File: config.mk
export PLATFORM = sky130hd
export DESIGN_NAME = char_lcd_nibble_controller
export DESIGN_NICKNAME = d
export VERILOG_FILES = /design/src/sv/clnc_pkg.sv /design/src/sv/char_lcd_nibble_controller.sv /design/src/sv/clnc_front.sv /design/src/sv/clnc_queue.sv /design/src/sv/clnc_back.sv
export SDC_FILE = /design/constraint.sdc
export NUM_CORES = 1
export LEC_CHECK = 0
export ABC_AREA = 1
export BUFFER_PORTS_ARGS = -buffer_cell sky130_fd_sc_hd__buf_2
export CAP_MARGIN = 0
export CORE_MARGIN = 4
export CORE_UTILIZATION = 60
export DETAILED_ROUTE_END_ITERATION = 7
export PLACE_DENSITY = 0.79
export SLEW_MARGIN = 30
export SYNTH_ARGS = -nofsm -noshare
export SYNTH_HDL_FRONTEND = slang
export SYNTH_SLANG_ARGS = --single-unit
File: constraint.sdc
create_clock -name i_clk -period 4.45 [get_ports i_clk]
set_clock_uncertainty 0.1 [all_clocks]
set_input_delay 0.6675 -clock i_clk [delete_from_list [all_inputs] [get_ports i_clk]]
set_output_delay 0.6675 -clock i_clk [all_outputs]
set_load 0.05 [all_outputs]
File: src/sv/clnc_pkg.sv
// Shared types, constants and the wake-up write table of the character LCD controller.
`timescale 1ns / 1ps

package clnc_pkg;

    // Geometry of the display
    localparam int MAX_COLUMNS   = 40;
    localparam int FOUR_ROW_WRAP = 20;
    localparam int COL_W         = 6;
    localparam int ROW_W         = 2;

    // Job queue between front and back
    localparam int JOB_DEPTH = 2;
    localparam int PTR_W     = $clog2(JOB_DEPTH);
    localparam int CNT_W     = $clog2(JOB_DEPTH + 1);

    // Wake-up sequence: nine writes, sent twice
    localparam int             INIT_LEN   = 9;
    localparam int             STEP_W     = 5;
    localparam logic [STEP_W-1:0] INIT_LAST = STEP_W'(2 * INIT_LEN - 1);

    // Action codes
    localparam logic [1:0] ACT_INIT = 2'd0;
    localparam logic [1:0] ACT_CHAR = 2'd1;
    localparam logic [1:0] ACT_GOTO = 2'd2;

    // Job kinds
    localparam logic [1:0] KIND_INIT = 2'd0;
    localparam logic [1:0] KIND_DATA = 2'd1;
    localparam logic [1:0] KIND_WRAP = 2'd2;
    localparam logic [1:0] KIND_CMD  = 2'd3;

    // Configuration register indexes
    localparam logic [1:0] CFG_ROWS = 2'd0;
    localparam logic [1:0] CFG_COLS = 2'd1;

    // Reset values of the configuration registers
    localparam logic [2:0] ROWS_RESET = 3'd2;
    localparam logic [5:0] COLS_RESET = 6'd16;

    // Command bytes
    localparam logic [7:0] DDRAM_SET   = 8'h80;
    localparam logic [7:0] ROW1_OFFSET = 8'h40;

    typedef struct packed {
        logic [1:0] kind;
        logic [7:0] char_code;
        logic [6:0] addr;
    } t_job;

    typedef struct packed {
        logic       register_select;
        logic [7:0] write_value;
        logic       nibble_only;
        logic       wait_busy;
        logic [6:0] delay_before_ms;
        logic [2:0] delay_after_ms;
        logic       last;
    } t_write;

    // One write of the wake-up sequence; last is filled in by the caller
    function automatic t_write init_write(input logic [3:0] idx);
        t_write w;
        w = '0;
        case (idx)
            4'd0: begin
                w.write_value = 8'h03; w.nibble_only = 1'b1; w.delay_before_ms = 7'd100;
            end
            4'd1: begin
                w.write_value = 8'h03; w.nibble_only = 1'b1; w.delay_before_ms = 7'd5;
            end
            4'd2: begin
                w.write_value = 8'h03; w.nibble_only = 1'b1; w.delay_before_ms = 7'd1;
            end
            4'd3: begin
                w.write_value = 8'h02; w.nibble_only = 1'b1; w.delay_before_ms = 7'd1;
            end
            4'd4: begin
                w.write_value = 8'h28; w.delay_before_ms = 7'd1;
            end
            4'd5: begin
                w.write_value = 8'h08; w.wait_busy = 1'b1;
            end
            4'd6: begin
                w.write_value = 8'h01; w.wait_busy = 1'b1; w.delay_after_ms = 3'd3;
            end
            4'd7: begin
                w.write_value = 8'h06; w.wait_busy = 1'b1;
            end
            4'd8: begin
                w.write_value = 8'h0F; w.wait_busy = 1'b1;
            end
            default: begin
                w = '0;
            end
        endcase
        return w;
    endfunction

endpackage

File: src/sv/char_lcd_nibble_controller.sv
// Character LCD 4-bit controller: action queue in, bus write queue out.
// The first write of an action goes through the job queue and the output register.
// Throughput: one write per cycle from the sequencer unless stalled; initialize gives 18
// writes, a character 1 (2 on a cursor wrap), go to position 1; code 3 yields nothing.
// The sequencer walks the head job of a two-entry queue, so short actions flow back to back.
// Reset (synchronous, active low): cursor to 0,0, rows 2, columns 16, queues empty.
`timescale 1ns / 1ps

module char_lcd_nibble_controller import clnc_pkg::*; (
    input  logic             i_clk,
    input  logic             i_rst_n,
    input  logic             push,
    output logic             full,
    input  logic [1:0]       i_action,
    input  logic [7:0]       i_char_code,
    input  logic [COL_W-1:0] i_column,
    input  logic [ROW_W-1:0] i_row,
    output logic             empty,
    input  logic             pop,
    output logic             o_register_select,
    output logic [7:0]       o_write_value,
    output logic             o_nibble_only,
    output logic             o_wait_busy,
    output logic [6:0]       o_delay_before_ms,
    output logic [2:0]       o_delay_after_ms,
    output logic             o_last,
    input  logic             i_cfg_valid,
    output logic             o_cfg_ready,
    input  logic [1:0]       i_cfg_index,
    input  logic [7:0]       i_cfg_data
);

    logic   accept;
    logic   job_push;
    t_job   job_in;
    t_job   job_head;
    logic   job_valid;
    logic   job_pop;
    logic   out_valid;
    t_write out_write;

    assign accept      = push && !full;
    assign o_cfg_ready = 1'b1;

    // Classify actions and track the cursor
    clnc_front u_front (
        .i_clk       (i_clk),
        .i_rst_n     (i_rst_n),
        .i_accept    (accept),
        .i_action    (i_action),
        .i_char_code (i_char_code),
        .i_column    (i_column),
        .i_row       (i_row),
        .i_cfg_wr    (i_cfg_valid && o_cfg_ready),
        .i_cfg_index (i_cfg_index),
        .i_cfg_data  (i_cfg_data),
        .o_job_push  (job_push),
        .o_job       (job_in)
    );

    // Buffer jobs between front and back
    clnc_queue u_queue (
        .i_clk   (i_clk),
        .i_rst_n (i_rst_n),
        .i_wr    (job_push),
        .i_data  (job_in),
        .i_rd    (job_pop),
        .o_data  (job_head),
        .o_valid (job_valid),
        .o_full  (full)
    );

    // Expand jobs into bus writes
    clnc_back u_back (
        .i_clk       (i_clk),
        .i_rst_n     (i_rst_n),
        .i_job       (job_head),
        .i_job_valid (job_valid),
        .i_pop       (pop),
        .o_job_pop   (job_pop),
        .o_valid     (out_valid),
        .o_write     (out_write)
    );

    // Drive the result ports
    assign empty             = !out_valid;
    assign o_register_select = out_write.register_select;
    assign o_write_value     = out_write.write_value;
    assign o_nibble_only     = out_write.nibble_only;
    assign o_wait_busy       = out_write.wait_busy;
    assign o_delay_before_ms = out_write.delay_before_ms;
    assign o_delay_after_ms  = out_write.delay_after_ms;
    assign o_last            = out_write.last;

endmodule

File: src/sv/clnc_front.sv
// Front end: holds configuration and cursor, turns each action into a job.
`timescale 1ns / 1ps

module clnc_front import clnc_pkg::*; (
    input  logic             i_clk,
    input  logic             i_rst_n,
    input  logic             i_accept,
    input  logic [1:0]       i_action,
    input  logic [7:0]       i_char_code,
    input  logic [COL_W-1:0] i_column,
    input  logic [ROW_W-1:0] i_row,
    input  logic             i_cfg_wr,
    input  logic [1:0]       i_cfg_index,
    input  logic [7:0]       i_cfg_data,
    output logic             o_job_push,
    output t_job             o_job
);

    logic [2:0]       r_rows;
    logic [5:0]       r_cols;
    logic [COL_W-1:0] r_col;
    logic [ROW_W-1:0] r_row;
    logic [COL_W-1:0] n_col;
    logic [ROW_W-1:0] n_row;

    logic [COL_W:0]   c_inc;
    logic             wrap;
    logic [ROW_W-1:0] wrap_row;
    logic [COL_W-1:0] char_col;
    logic [ROW_W-1:0] char_row;

    // DDRAM address for a column and row under the current layout
    function automatic logic [6:0] ddram_addr(input logic [COL_W-1:0] col,
                                              input logic [ROW_W-1:0] row,
                                              input logic [2:0] rows,
                                              input logic [5:0] cols);
        logic [7:0] a;
        a = {2'b00, col};
        if (rows == 3'd2) begin
            if (row != 2'd0) a = a + ROW1_OFFSET;
        end else if (rows == 3'd4) begin
            case (row)
                2'd1:    a = a + ROW1_OFFSET;
                2'd2:    a = a + {2'b00, cols};
                2'd3:    a = a + ROW1_OFFSET + {2'b00, cols};
                default: a = a;
            endcase
        end
        return a[6:0];
    endfunction

    // Advance the cursor for a character and detect a wrap
    always_comb begin
        c_inc    = {1'b0, r_col} + (COL_W+1)'(1);
        wrap     = 1'b0;
        wrap_row = r_row;
        if (r_rows == 3'd4) begin
            wrap     = c_inc >= (COL_W+1)'(FOUR_ROW_WRAP);
            wrap_row = r_row + 2'd1;
        end else if (r_rows == 3'd2) begin
            wrap     = c_inc >= (COL_W+1)'(MAX_COLUMNS);
            wrap_row = (r_row >= 2'd1) ? 2'd0 : r_row + 2'd1;
        end else begin
            wrap     = c_inc >= (COL_W+1)'(MAX_COLUMNS);
            wrap_row = r_row;
        end
        char_col = wrap ? '0 : c_inc[COL_W-1:0];
        char_row = wrap ? wrap_row : r_row;
    end

    // Classify the action into a job and the next cursor
    always_comb begin
        o_job      = '0;
        o_job_push = 1'b0;
        n_col      = r_col;
        n_row      = r_row;
        case (i_action)
            ACT_INIT: begin
                o_job.kind = KIND_INIT;
                o_job_push = i_accept;
                n_col      = '0;
                n_row      = '0;
            end
            ACT_CHAR: begin
                o_job.kind      = wrap ? KIND_WRAP : KIND_DATA;
                o_job.char_code = i_char_code;
                o_job.addr      = ddram_addr(char_col, char_row, r_rows, r_cols);
                o_job_push      = i_accept;
                n_col           = char_col;
                n_row           = char_row;
            end
            ACT_GOTO: begin
                o_job.kind = KIND_CMD;
                o_job.addr = ddram_addr(i_column, i_row, r_rows, r_cols);
                o_job_push = i_accept;
                n_col      = i_column;
                n_row      = i_row;
            end
            default: begin
                o_job_push = 1'b0;
            end
        endcase
    end

    // Hold cursor, update on each accepted action
    always_ff @(posedge i_clk) begin
        if (!i_rst_n) begin
            r_col <= '0;
            r_row <= '0;
        end else if (i_accept) begin
            r_col <= n_col;
            r_row <= n_row;
        end
    end

    // Take configuration writes
    always_ff @(posedge i_clk) begin
        if (!i_rst_n) begin
            r_rows <= ROWS_RESET;
            r_cols <= COLS_RESET;
        end else if (i_cfg_wr) begin
            case (i_cfg_index)
                CFG_ROWS: r_rows <= i_cfg_data[2:0];
                CFG_COLS: r_cols <= i_cfg_data[5:0];
                default:  r_rows <= r_rows;
            endcase
        end
    end

endmodule

File: src/sv/clnc_queue.sv
// Short job queue that decouples the front end from the write sequencer.
`timescale 1ns / 1ps

module clnc_queue import clnc_pkg::*; (
    input  logic i_clk,
    input  logic i_rst_n,
    input  logic i_wr,
    input  t_job i_data,
    input  logic i_rd,
    output t_job o_data,
    output logic o_valid,
    output logic o_full
);

    t_job             r_mem [JOB_DEPTH];
    logic [PTR_W-1:0] r_wp;
    logic [PTR_W-1:0] r_rp;
    logic [CNT_W-1:0] r_count;
    logic             do_wr;
    logic             do_rd;

    assign o_full  = r_count == CNT_W'(JOB_DEPTH);
    assign o_valid = r_count != '0;
    assign o_data  = r_mem[r_rp];
    assign do_wr   = i_wr && !o_full;
    assign do_rd   = i_rd && o_valid;

    // Advance pointers and count
    always_ff @(posedge i_clk) begin
        if (!i_rst_n) begin
            r_wp    <= '0;
            r_rp    <= '0;
            r_count <= '0;
        end else begin
            if (do_wr) r_wp <= (r_wp == PTR_W'(JOB_DEPTH - 1)) ? '0 : r_wp + PTR_W'(1);
            if (do_rd) r_rp <= (r_rp == PTR_W'(JOB_DEPTH - 1)) ? '0 : r_rp + PTR_W'(1);
            if (do_wr && !do_rd)      r_count <= r_count + CNT_W'(1);
            else if (do_rd && !do_wr) r_count <= r_count - CNT_W'(1);
        end
    end

    // Store the job
    always_ff @(posedge i_clk) begin
        if (do_wr) r_mem[r_wp] <= i_data;
    end

endmodule

File: src/sv/clnc_back.sv
// Back end: expands the head job into registered writes, one per cycle unless stalled.
`timescale 1ns / 1ps

module clnc_back import clnc_pkg::*; (
    input  logic   i_clk,
    input  logic   i_rst_n,
    input  t_job   i_job,
    input  logic   i_job_valid,
    input  logic   i_pop,
    output logic   o_job_pop,
    output logic   o_valid,
    output t_write o_write
);

    logic              r_valid;
    logic [STEP_W-1:0] r_step;
    t_write            r_out;
    logic              advance;
    logic              load;
    logic              final_step;
    logic [3:0]        init_idx;
    t_write            w;

    assign advance   = !r_valid || i_pop;
    assign load      = advance && i_job_valid;
    assign o_job_pop = load && final_step;
    assign o_valid   = r_valid;
    assign o_write   = r_out;

    // Pick the write for the current step of the head job
    always_comb begin
        init_idx   = (r_step >= STEP_W'(INIT_LEN)) ? 4'(r_step - STEP_W'(INIT_LEN))
                                                  : r_step[3:0];
        w          = '0;
        final_step = 1'b1;
        case (i_job.kind)
            KIND_INIT: begin
                w          = init_write(init_idx);
                final_step = r_step == INIT_LAST;
            end
            KIND_DATA: begin
                w.register_select = 1'b1;
                w.write_value     = i_job.char_code;
                w.wait_busy       = 1'b1;
                w.delay_after_ms  = 3'd2;
            end
            KIND_WRAP: begin
                final_step  = r_step == STEP_W'(1);
                w.wait_busy = 1'b1;
                if (final_step) begin
                    w.write_value    = DDRAM_SET | {1'b0, i_job.addr};
                    w.delay_after_ms = 3'd4;
                end else begin
                    w.register_select = 1'b1;
                    w.write_value     = i_job.char_code;
                end
            end
            KIND_CMD: begin
                w.write_value    = DDRAM_SET | {1'b0, i_job.addr};
                w.wait_busy      = 1'b1;
                w.delay_after_ms = 3'd2;
            end
            default: begin
                w = '0;
            end
        endcase
        w.last = final_step;
    end

    // Advance step and output valid
    always_ff @(posedge i_clk) begin
        if (!i_rst_n) begin
            r_valid <= 1'b0;
            r_step  <= '0;
        end else if (advance) begin
            r_valid <= i_job_valid;
            if (load) r_step <= final_step ? '0 : r_step + STEP_W'(1);
        end
    end

    // Load the output write
    always_ff @(posedge i_clk) begin
        if (load) r_out <= w;
    end

`ifndef SYNTHESIS
    a_last_on_final: assert property (@(posedge i_clk) disable iff (!i_rst_n)
        load && final_step |=> r_out.last)
        else $error("final write of a job lacks last");
    a_no_early_last: assert property (@(posedge i_clk) disable iff (!i_rst_n)
        load && !final_step |=> !r_out.last)
        else $error("last set before the final write of a job");
    a_step_restart: assert property (@(posedge i_clk) disable iff (!i_rst_n)
        load && final_step |=> r_step == '0)
        else $error("step counter not restarted after a job");
    a_pop_needs_job: assert property (@(posedge i_clk) disable iff (!i_rst_n)
        o_job_pop |-> i_job_valid)
        else $error("job popped from an empty queue");
`endif

endmodule
## Yosys cells after proc, flatten, opt, wreduce, memory -nomap -nowiden

Memory sizes are Yosys's and may differ from the RTL's. A register that Yosys moved wholly into a read port is not among the register bits.
Index checks and enable logic that the tools add are counted.

- RAM bits: 34
- Memories: 1
- Register bits: 49

Memories:

| name | depth | width | rd ports | clocked after memory_dff | wr ports | line | text |
|---|---|---|---|---|---|---|---|
| u_queue.r_mem | 2 | 17 | 1 | 1 | 1 | clnc_queue.sv:15 | `t_job r_mem [JOB_DEPTH];` |

- Reduce and logical (&&, ||, !) cells: 32
- Muxes and demuxes: 44
- Order comparisons: 4
- Add/subtract/negate cells: 14
- Eq/ne operators: 25

Operators by type and width:

| operator | number |
|---|---|
| $pmux W7 S3 | 3 |
| $mux W7 | 6 |
| $pmux W6 S7 | 1 |
| $pmux W8 S4 | 1 |
| $pmux W6 S3 | 1 |
| $eq A2 B2 Y1 const B | 8 |
| $eq A4 B3 Y1 const B | 4 |
| $mux W2 | 8 |
| $mux W8 | 2 |
| $add A6 B6 Y7 | 2 |
| $add A6 B7 Y7 const B | 2 |
| $add A7 B6 Y7 | 2 |
| $pmux W7 S2 | 1 |
| $reduce_or A3 Y1 | 4 |
| $mux W1 | 11 |
| $eq A2 B1 Y1 const B | 5 |
| $pmux W3 S3 | 1 |
| $eq A4 B2 Y1 const B | 2 |
| $reduce_and A2 Y1 | 4 |
| $reduce_bool A2 Y1 | 4 |
| $reduce_or A4 Y1 | 2 |
| $add A6 B1 Y7 const B | 1 |
| $ge A7 B5 Y1 const B | 1 |
| $ge A7 B6 Y1 const B | 1 |
| 27 further kinds | 42 |

## Longest topological paths before layout

Gate-level depths: netlist of the first run.

- Depth in word-level cells: 10
- Mapped depth: 22

## Hierarchy

From an unflattened synthesis of the first run, not the netlist that was laid out.

- Cells, all modules: 610
- Area total of the unflattened synthesis: 5032.3 sq um

Modules (own cells, without submodules):

| module | seq. area each (sq um) | times used | area each (sq um) | cells an instance |
|---|---|---|---|---|
| clnc_front | 340.3 | 1 | 2038.2 | 332 |
| clnc_queue | 1121.1 | 1 | 1526.5 | 90 |
| clnc_back | 660.6 | 1 | 1442.6 | 183 |
| char_lcd_nibble_controller | 0.0 | 1 | 25.0 | 5 |

## Worst setup path before layout of the first run

Ideal clock, no wire load.

- Kind: in2reg
- From: in pop
- To: reg u_queue.r_count[1]
- Setup slack: 1307 ps
- Arrival time: 2921 ps
- Path buffers: 0
- Data required time: 4228 ps
- Stages: 8
- Cells stage by stage: nor2_1 > a21oi_1 > nand2_1 > ha_1 > a21oi_1 > o21ai_0 > o21ai_0 > a21oi_1

- Word-level cells in the longest chain between the ends: 7

Ends and longest elaborated chain:

| what | line | text |
|---|---|---|
| start: declaration | char_lcd_nibble_controller.sv:19 | `input logic pop,` |
| $logic_or A1 B1 Y1 (*) | clnc_back.sv:24 | `assign advance = !r_valid \|\| i_pop;` |
| $logic_and A1 B1 Y1 (*) | clnc_back.sv:25 | `assign load = advance && i_job_valid;` |
| net u_back.load | clnc_back.sv:19 | `logic load;` |
| $logic_and A1 B1 Y1 (*) | clnc_back.sv:26 | `assign o_job_pop = load && final_step;` |
| $logic_and A1 B1 Y1 (*) | clnc_queue.sv:26 | `assign do_rd = i_rd && o_valid;` |
| $logic_not A1 Y1 | clnc_queue.sv:37 | `if (do_wr && !do_rd) r_count <= r_count + CNT_W'(1);` |
| $logic_and A1 B1 Y1 | clnc_queue.sv:37 |  |
| $mux W2 / $reduce_bool A2 Y1 (equally long branches) | - |  |
| end signal: assignment | clnc_queue.sv:37 |  |
| end signal: assignment | clnc_queue.sv:38 | `else if (do_rd && !do_wr) r_count <= r_count - CNT_W'(1);` |
| end: declaration | clnc_queue.sv:18 | `logic [CNT_W-1:0] r_count;` |

Mark *: on every way through the listed nets, which the timed path passes. The rest lies on a longest branch.
A chain may end at the register's enable or synchronous reset.

==> results of run 1 <==
cell type report:
| cell class | count | area [um2] |
|---|---|---|
| fill | 604 | 2200 |
| sequential | 80 | 2120 |
| multi-input combinational | 350 | 2040 |
| inverter | 79 | 298 |
| timing repair buffer | 55 | 285 |
| clock buffer | 9 | 124 |
| tap | 99 | 124 |
| clock inverter | 7 | 101 |
per-layer routing:
metal,part of all wire,global-route usage,up-vias
met5,0,0,-
met4,0.028,0.0938,0
met3,0.049,0.0414,29
met2,0.52,0.433,113
met1,0.40,0.272,1744
li1,-,-,1868
kinds of logic after synthesis:
group,after synthesis,share of synthesized area
flip-flops,80,0.469
buffers and inverters,96,0.0840
XOR/XNOR,13,0.0251
AO/OA/AOI/OAI,115,0.153
adder cells (fa/ha/maj),28,0.0807
AND/OR/NAND/NOR,190,0.187
other,2,0.00166
power by group through the flow:
stage          combinational [mW]  sequential (mW)  clock [mW]
2_1_floorplan               0.510             1.37           0
3_5_place_dp                 1.03             1.08           0
4_1_cts                      1.04             1.06       0.628
3_3_place_gp                 1.00             1.07           0
5_1_grt                      1.13             1.07       0.663
6_report                     1.04             1.06       0.619
worst max-delay path, cell delays in order, from the launching register on:
cell and delay, ps:
dfxtp_1 600, clkinv_1 390, or2_2 370, o21ai_0 270
ha_1 280, nor2_1 80, nor2_1 720, a221oi_1 220
o311ai_0 420
synth_stat cells, drive strengths merged:
library cell,count
clkinv,2
o21bai,1
o31ai,6
clkbuf,10
o21ai,34
a221oi,14
o311ai,2
nand4,8
a21boi,1
nor3b,1
edfxtp,52
o21a,1
nand3b,1
a21oi,43
buf,7
fa,2
and2,1
or2,2
inv,77
nand2,94
xor2,9
a22o,1
a211oi,1
conb,2
o22ai,4
nor2,57
ha,26
o211ai,7
nor3,8
nand3,18
xnor2,4
dfxtp,28
per-stage QoR:
stage,hold slack [ps],power [mW]
2_1_floorplan,345,1.88
3_3_place_gp,355,2.07
3_5_place_dp,365,2.11
4_1_cts,377,2.73
5_1_grt,397,2.87
6_report,371,2.72
flip-flops by register name (all words and copies together), names as in the netlist, named ones only:
signal	cells
u_queue.r_count	2
u_back.o_valid	1
u_queue.r_rp	1
u_front.r_cols	6
u_queue.r_wp	1
u_front.r_col	6
u_back.r_step	5
u_front.r_row	2
u_front.r_rows	3
u_back.o_write	18
u_queue.r_mem	34
path summary, 6_finish.rpt:
path / start / endpoint / slack [ps] / cells past startpoint
max: flip-flop / u_back.o_write[14] / 790 / 8
min: u_front.r_row[0] / u_front.r_row[0] / 370 / 2
max reg2reg: flip-flop / u_back.o_write[14] / 790 / 8
min reg2reg: u_front.r_row[0] / u_front.r_row[0] / 370 / 2
layout by cell type (no fill, tap or decap), types with 2 or more instances in the layout:
cell type	Yosys	routed
nand2_2	5	5
fa_1	2	2
bufinv_16	0	2
conb_1	2	4
inv_6	0	3
nand3_2	2	2
clkbuf_8	0	9
nor3_1	7	7
edfxtp_1	52	52
or2_2	2	2
o22ai_1	4	4
buf_2	0	51
o21ai_0	27	27
xnor2_1	4	4
a21oi_2	1	2
nor2_1	55	55
buf_4	5	4
dfxtp_1	28	28
clkinv_1	1	2
a21oi_1	42	41
o311ai_0	2	2
nand2_1	88	88
inv_1	77	77
nand3_1	14	14
nand4_1	8	8
o21ai_1	6	6
nor2_2	2	2
ha_1	26	26
a221oi_1	14	14
nand3_4	2	2
o211ai_1	7	7
xor2_1	9	9
o31ai_1	6	6
==> results.tsv, run 1 <==
metric	value	unit
leading area contributor after synthesis	edfxtp_1	
sequential share of power	0.390	
crit end category	flip-flop	
Clock Pin Slew Worst Setup and Hold Paths	90	ps
Congestion Overflow GR	0	
Hold-fix buffers, CTS	0	
LEAKAGE	2.31	nW
Post-Place Cell Area	0.00487	mm2
hpwl dp	7360	um
Final TNS setup	0	ps
layout cell share with drive strength beyond 1	0.153	
number of distinct library cells after synthesis	43	
root buf cell	clkbuf_8	
post-synthesis sequential area ratio	0.469	
RSZ-0062 raised after global routing	false	
PortBufs	51	
endpoints failing setup	0	
period utilization	0.823	
WS Path Type	reg2reg	
final slew viol count	0	
vias	3754	
Comb pwr share	0.382	
post-placement cell count	663	
final-stage net count	636	
Fin. Hold Viols	0	
post_cts resized	0	
Routed WL	9840	um
IO Pins	58	
Die X	94.9	um
Hold Path Class	reg2reg	
CTS H-tree depth	3	
Slew Limit Headroom	0.374	
Via density	5.53	
Non-Filler Instances	679	
vias in the first global route	3597	
Initial DRC Count	240	
Psw	1.13	mW
routed len/inst	14.5	um
drt drc	0	
status	complete, no violations	
top cells by area, synth	edfxtp_1 34%, dfxtp_1 12%, nand2_1 7.3%	
Rows	31	
core box area	0.00729	mm2
Mapped Cells	524	
Starting Density	0.621	
Clock power frac	0.228	
antenna violations before repair	0	
post-layout min period	3660	ps
Final Cell Area	0.00509	mm2
first-pass GRT wire length	16500	um
Max Cap Viol	0	
chip height	94.9	um
GP Congestion	0.934	
crit path max fanout	14	
P_int	1.58	mW
Sw Ratio	0.417	
Yosys reg bits	80	
Critical Path AT	3700	ps
P&R area growth vs syn	12.4	%
drt pass-1 iters	5	
Tot GR Track Use	0.237	
buffer depth of the longest clock path	2	
worst vdd ir	0.202	mV
Mean Syn Cell Area	8.64	um2
dpl ws	854	ps
remaining antenna violation count after routing	0	
startpoint types	flip-flop	
post-synth top area share	0.345	
die area	0.00900	mm2
CTS sink count	80	
final worst slack	789	ps
CTS buffer count	9	
slew at the pin closest to its max-slew limit	936	ps
antenna cells	0	
largest net degree at the start of global routing	26	
postcts setup bufs	0	
Worst-Skew Late Latency	360	ps
CTS tree	done	
Util after Layout	0.698	
FMAX	273	MHz
CP Data Required Time	4490	ps
PD cells	534	mW/mm2
Synthesis Warnings	0	
Mapped Area	0.00453	mm2
Power figures use the tool's default switching activity.
==> run 2: changes to the inputs <==
--- a/config.mk
+++ b/config.mk
@@ -9,9 +9,9 @@
 export BUFFER_PORTS_ARGS = -buffer_cell sky130_fd_sc_hd__buf_2
 export CAP_MARGIN = 0
 export CORE_MARGIN = 4
-export CORE_UTILIZATION = 60
+export CORE_UTILIZATION = 53
 export DETAILED_ROUTE_END_ITERATION = 7
-export PLACE_DENSITY = 0.79
+export PLACE_DENSITY = 0.74
 export SLEW_MARGIN = 30
 export SYNTH_ARGS = -nofsm -noshare
 export SYNTH_HDL_FRONTEND = slang
==> constraint.sdc (replaced) <==
create_clock -name i_clk -period 3 [get_ports i_clk]
set_clock_uncertainty 0.1 [all_clocks]
set_input_delay 0.45 -clock i_clk [delete_from_list [all_inputs] [get_ports i_clk]]
set_output_delay 0.45 -clock i_clk [all_outputs]
set_load 0.05 [all_outputs]
==> run 2 against run 1 <==
Compared with the run above:
- maximum frequency grew 33%
- critical path depth grew 11
- final cell count grew 2.2%
- wire length shrank 0.91%
- worst setup slack lost 550 ps
- critical path type unchanged
- largest cell class unchanged
- largest power group is now combinational cells
==> results.tsv, run 2 (synthesis gave the netlist of run 1 again) <==
metric	value	unit
Layout fillers	710	
antenna cells	0	
multi-input logic area	0.00207	mm2
Starting Density	0.548	
status	complete, no violations	
Hold Path Class	in2reg	
Seq. cell area	0.00213	mm2
die area	0.0101	mm2
largest net degree at the start of global routing	26	
Final TNS setup	0	ps
setup slack, reg-to-reg	240	ps
worst vdd ir	0.289	mV
Die X	100	um
CTS tree	done	
routed len/inst	14.1	um
P&R area growth vs syn	14.6	%
period utilization	0.919	
chip height	100	um
CTS buffer count	9	
post-layout min period	2760	ps
remaining antenna violation count after routing	0	
CTS sink count	80	
hpwl dp	7440	um
crit path max fanout	3	
antenna violations before repair	0	
commonest cells after routing, fill and taps aside	88 x nand2_1, 77 x inv_1, 53 x nor2_1	
core box area	0.00826	mm2
final-stage net count	645	
layout cell share with drive strength beyond 1	0.185	
Final Cell Area	0.00519	mm2
Initial DRC Count	150	
LEAKAGE	2.35	nW
buffer depth of the longest clock path	2	
endpoints failing setup	0	
Fin. Hold Viols	0	
largest reg by FF count	u_queue.r_mem	
vias in the first global route	3495	
number of flip-flops in the largest register	34	
Tot GR Track Use	0.197	
Routed WL	9750	um
drt drc	0	
Max Cap Viol	0	
Post-Place Cell Area	0.00494	mm2
root buf cell	clkbuf_8	
crit end category	flip-flop	
Clock Pin Slew Worst Setup and Hold Paths	90	ps
CP Data Required Time	2980	ps
startpoint types	flip-flop	
most common cell after layout, fill and taps aside	nand2_1	
drt pass-1 iters	5	
Pwr Total	3.97	mW
WS Path Type	reg2reg	
Worst-Skew Late Latency	360	ps
CTS H-tree depth	3	
PD cells	766	mW/mm2
final slew viol count	0	
vias	3742	
Util after Layout	0.628	
Congestion Overflow GR	0	
GP Congestion	0.905	
slew at the pin closest to its max-slew limit	559	ps
Slew Limit Headroom	0.624	
first-pass GRT wire length	15700	um
Via density	5.39	
FMAX	363	MHz
IO Pins	58	
PortBufs	51	
Critical Path AT	2730	ps
RSZ-0062 raised after global routing	false	
Rows	33	
-- run 2: routing by layer --
metal	share of wire	GRT usage
met4	0.026	0.0788
met1	0.41	0.227
met3	0.052	0.0375
met5	0	0
met2	0.51	0.355
-- run 2: per-stage QoR --
| step | setup slack (ps) | hold slack, ps | instances |
|---|---|---|---|
| 2_1_floorplan | 341 | 345 | 526 |
| 3_3_place_gp | 195 | 355 | 678 |
| 3_5_place_dp | 119 | 356 | 678 |
| 4_1_cts | 77.7 | 192 | 694 |
| 5_1_grt | 14.8 | 196 | 694 |
| 6_report | 244 | 204 | 694 |
-- run 2: power breakdown --
part / switching, mW / total [mW] / leakage (nW) / internal [mW]
clock network: 0.433 / 0.834 / 0.103 / 0.400
registers: 0.0729 / 1.56 / 0.729 / 1.48
logic: 1.17 / 1.58 / 1.52 / 0.415
total: 1.67 / 3.97 / 2.35 / 2.30
-- run 2: final cells by class --
type	instances	area share
flip-flops and latches	80	0.410
multi-input cells	350	0.399
repair buffers	64	0.0680
inverters	79	0.0574
well taps	105	0.0253
clock buffers	9	0.0239
clock inverters	7	0.0162
-- run 2: timing repair --
action,4_1_cts,5_1_grt
endpoints found under the hold margin,0,0
setup buffers,0,0
hold buffers,0,0
resized for setup,0,12
setup endpoints to repair,0,10
-- run 2: worst max-delay path, cell delays in order (launching register included) --
cell	delay, ps
dfxtp_2	350
ha_4	160
nand2_2	80
clkinv_2	60
nand2_2	60
nand2_2	80
nor2_2	130
nand2_2	100
nand2_1	110
nor2_4	60
nand2_1	70
inv_1	70
ha_1	270
a21oi_1	150
o21ai_1	90
nand2_1	100
xor2_1	160
nand2_1	70
o211ai_1	80
a21oi_1	130
-- run 2: final timing paths --
kind              cells past startpoint        startpoint                  end
setup / recovery                     19  u_front.r_col[0]  u_queue.r_mem[0][3]
hold / removal                        3     i_cfg_data[3]    u_front.r_cols[3]
setup reg to reg                     19  u_front.r_col[0]  u_queue.r_mem[0][3]
hold reg to reg                       2  u_front.r_row[0]     u_front.r_row[0]
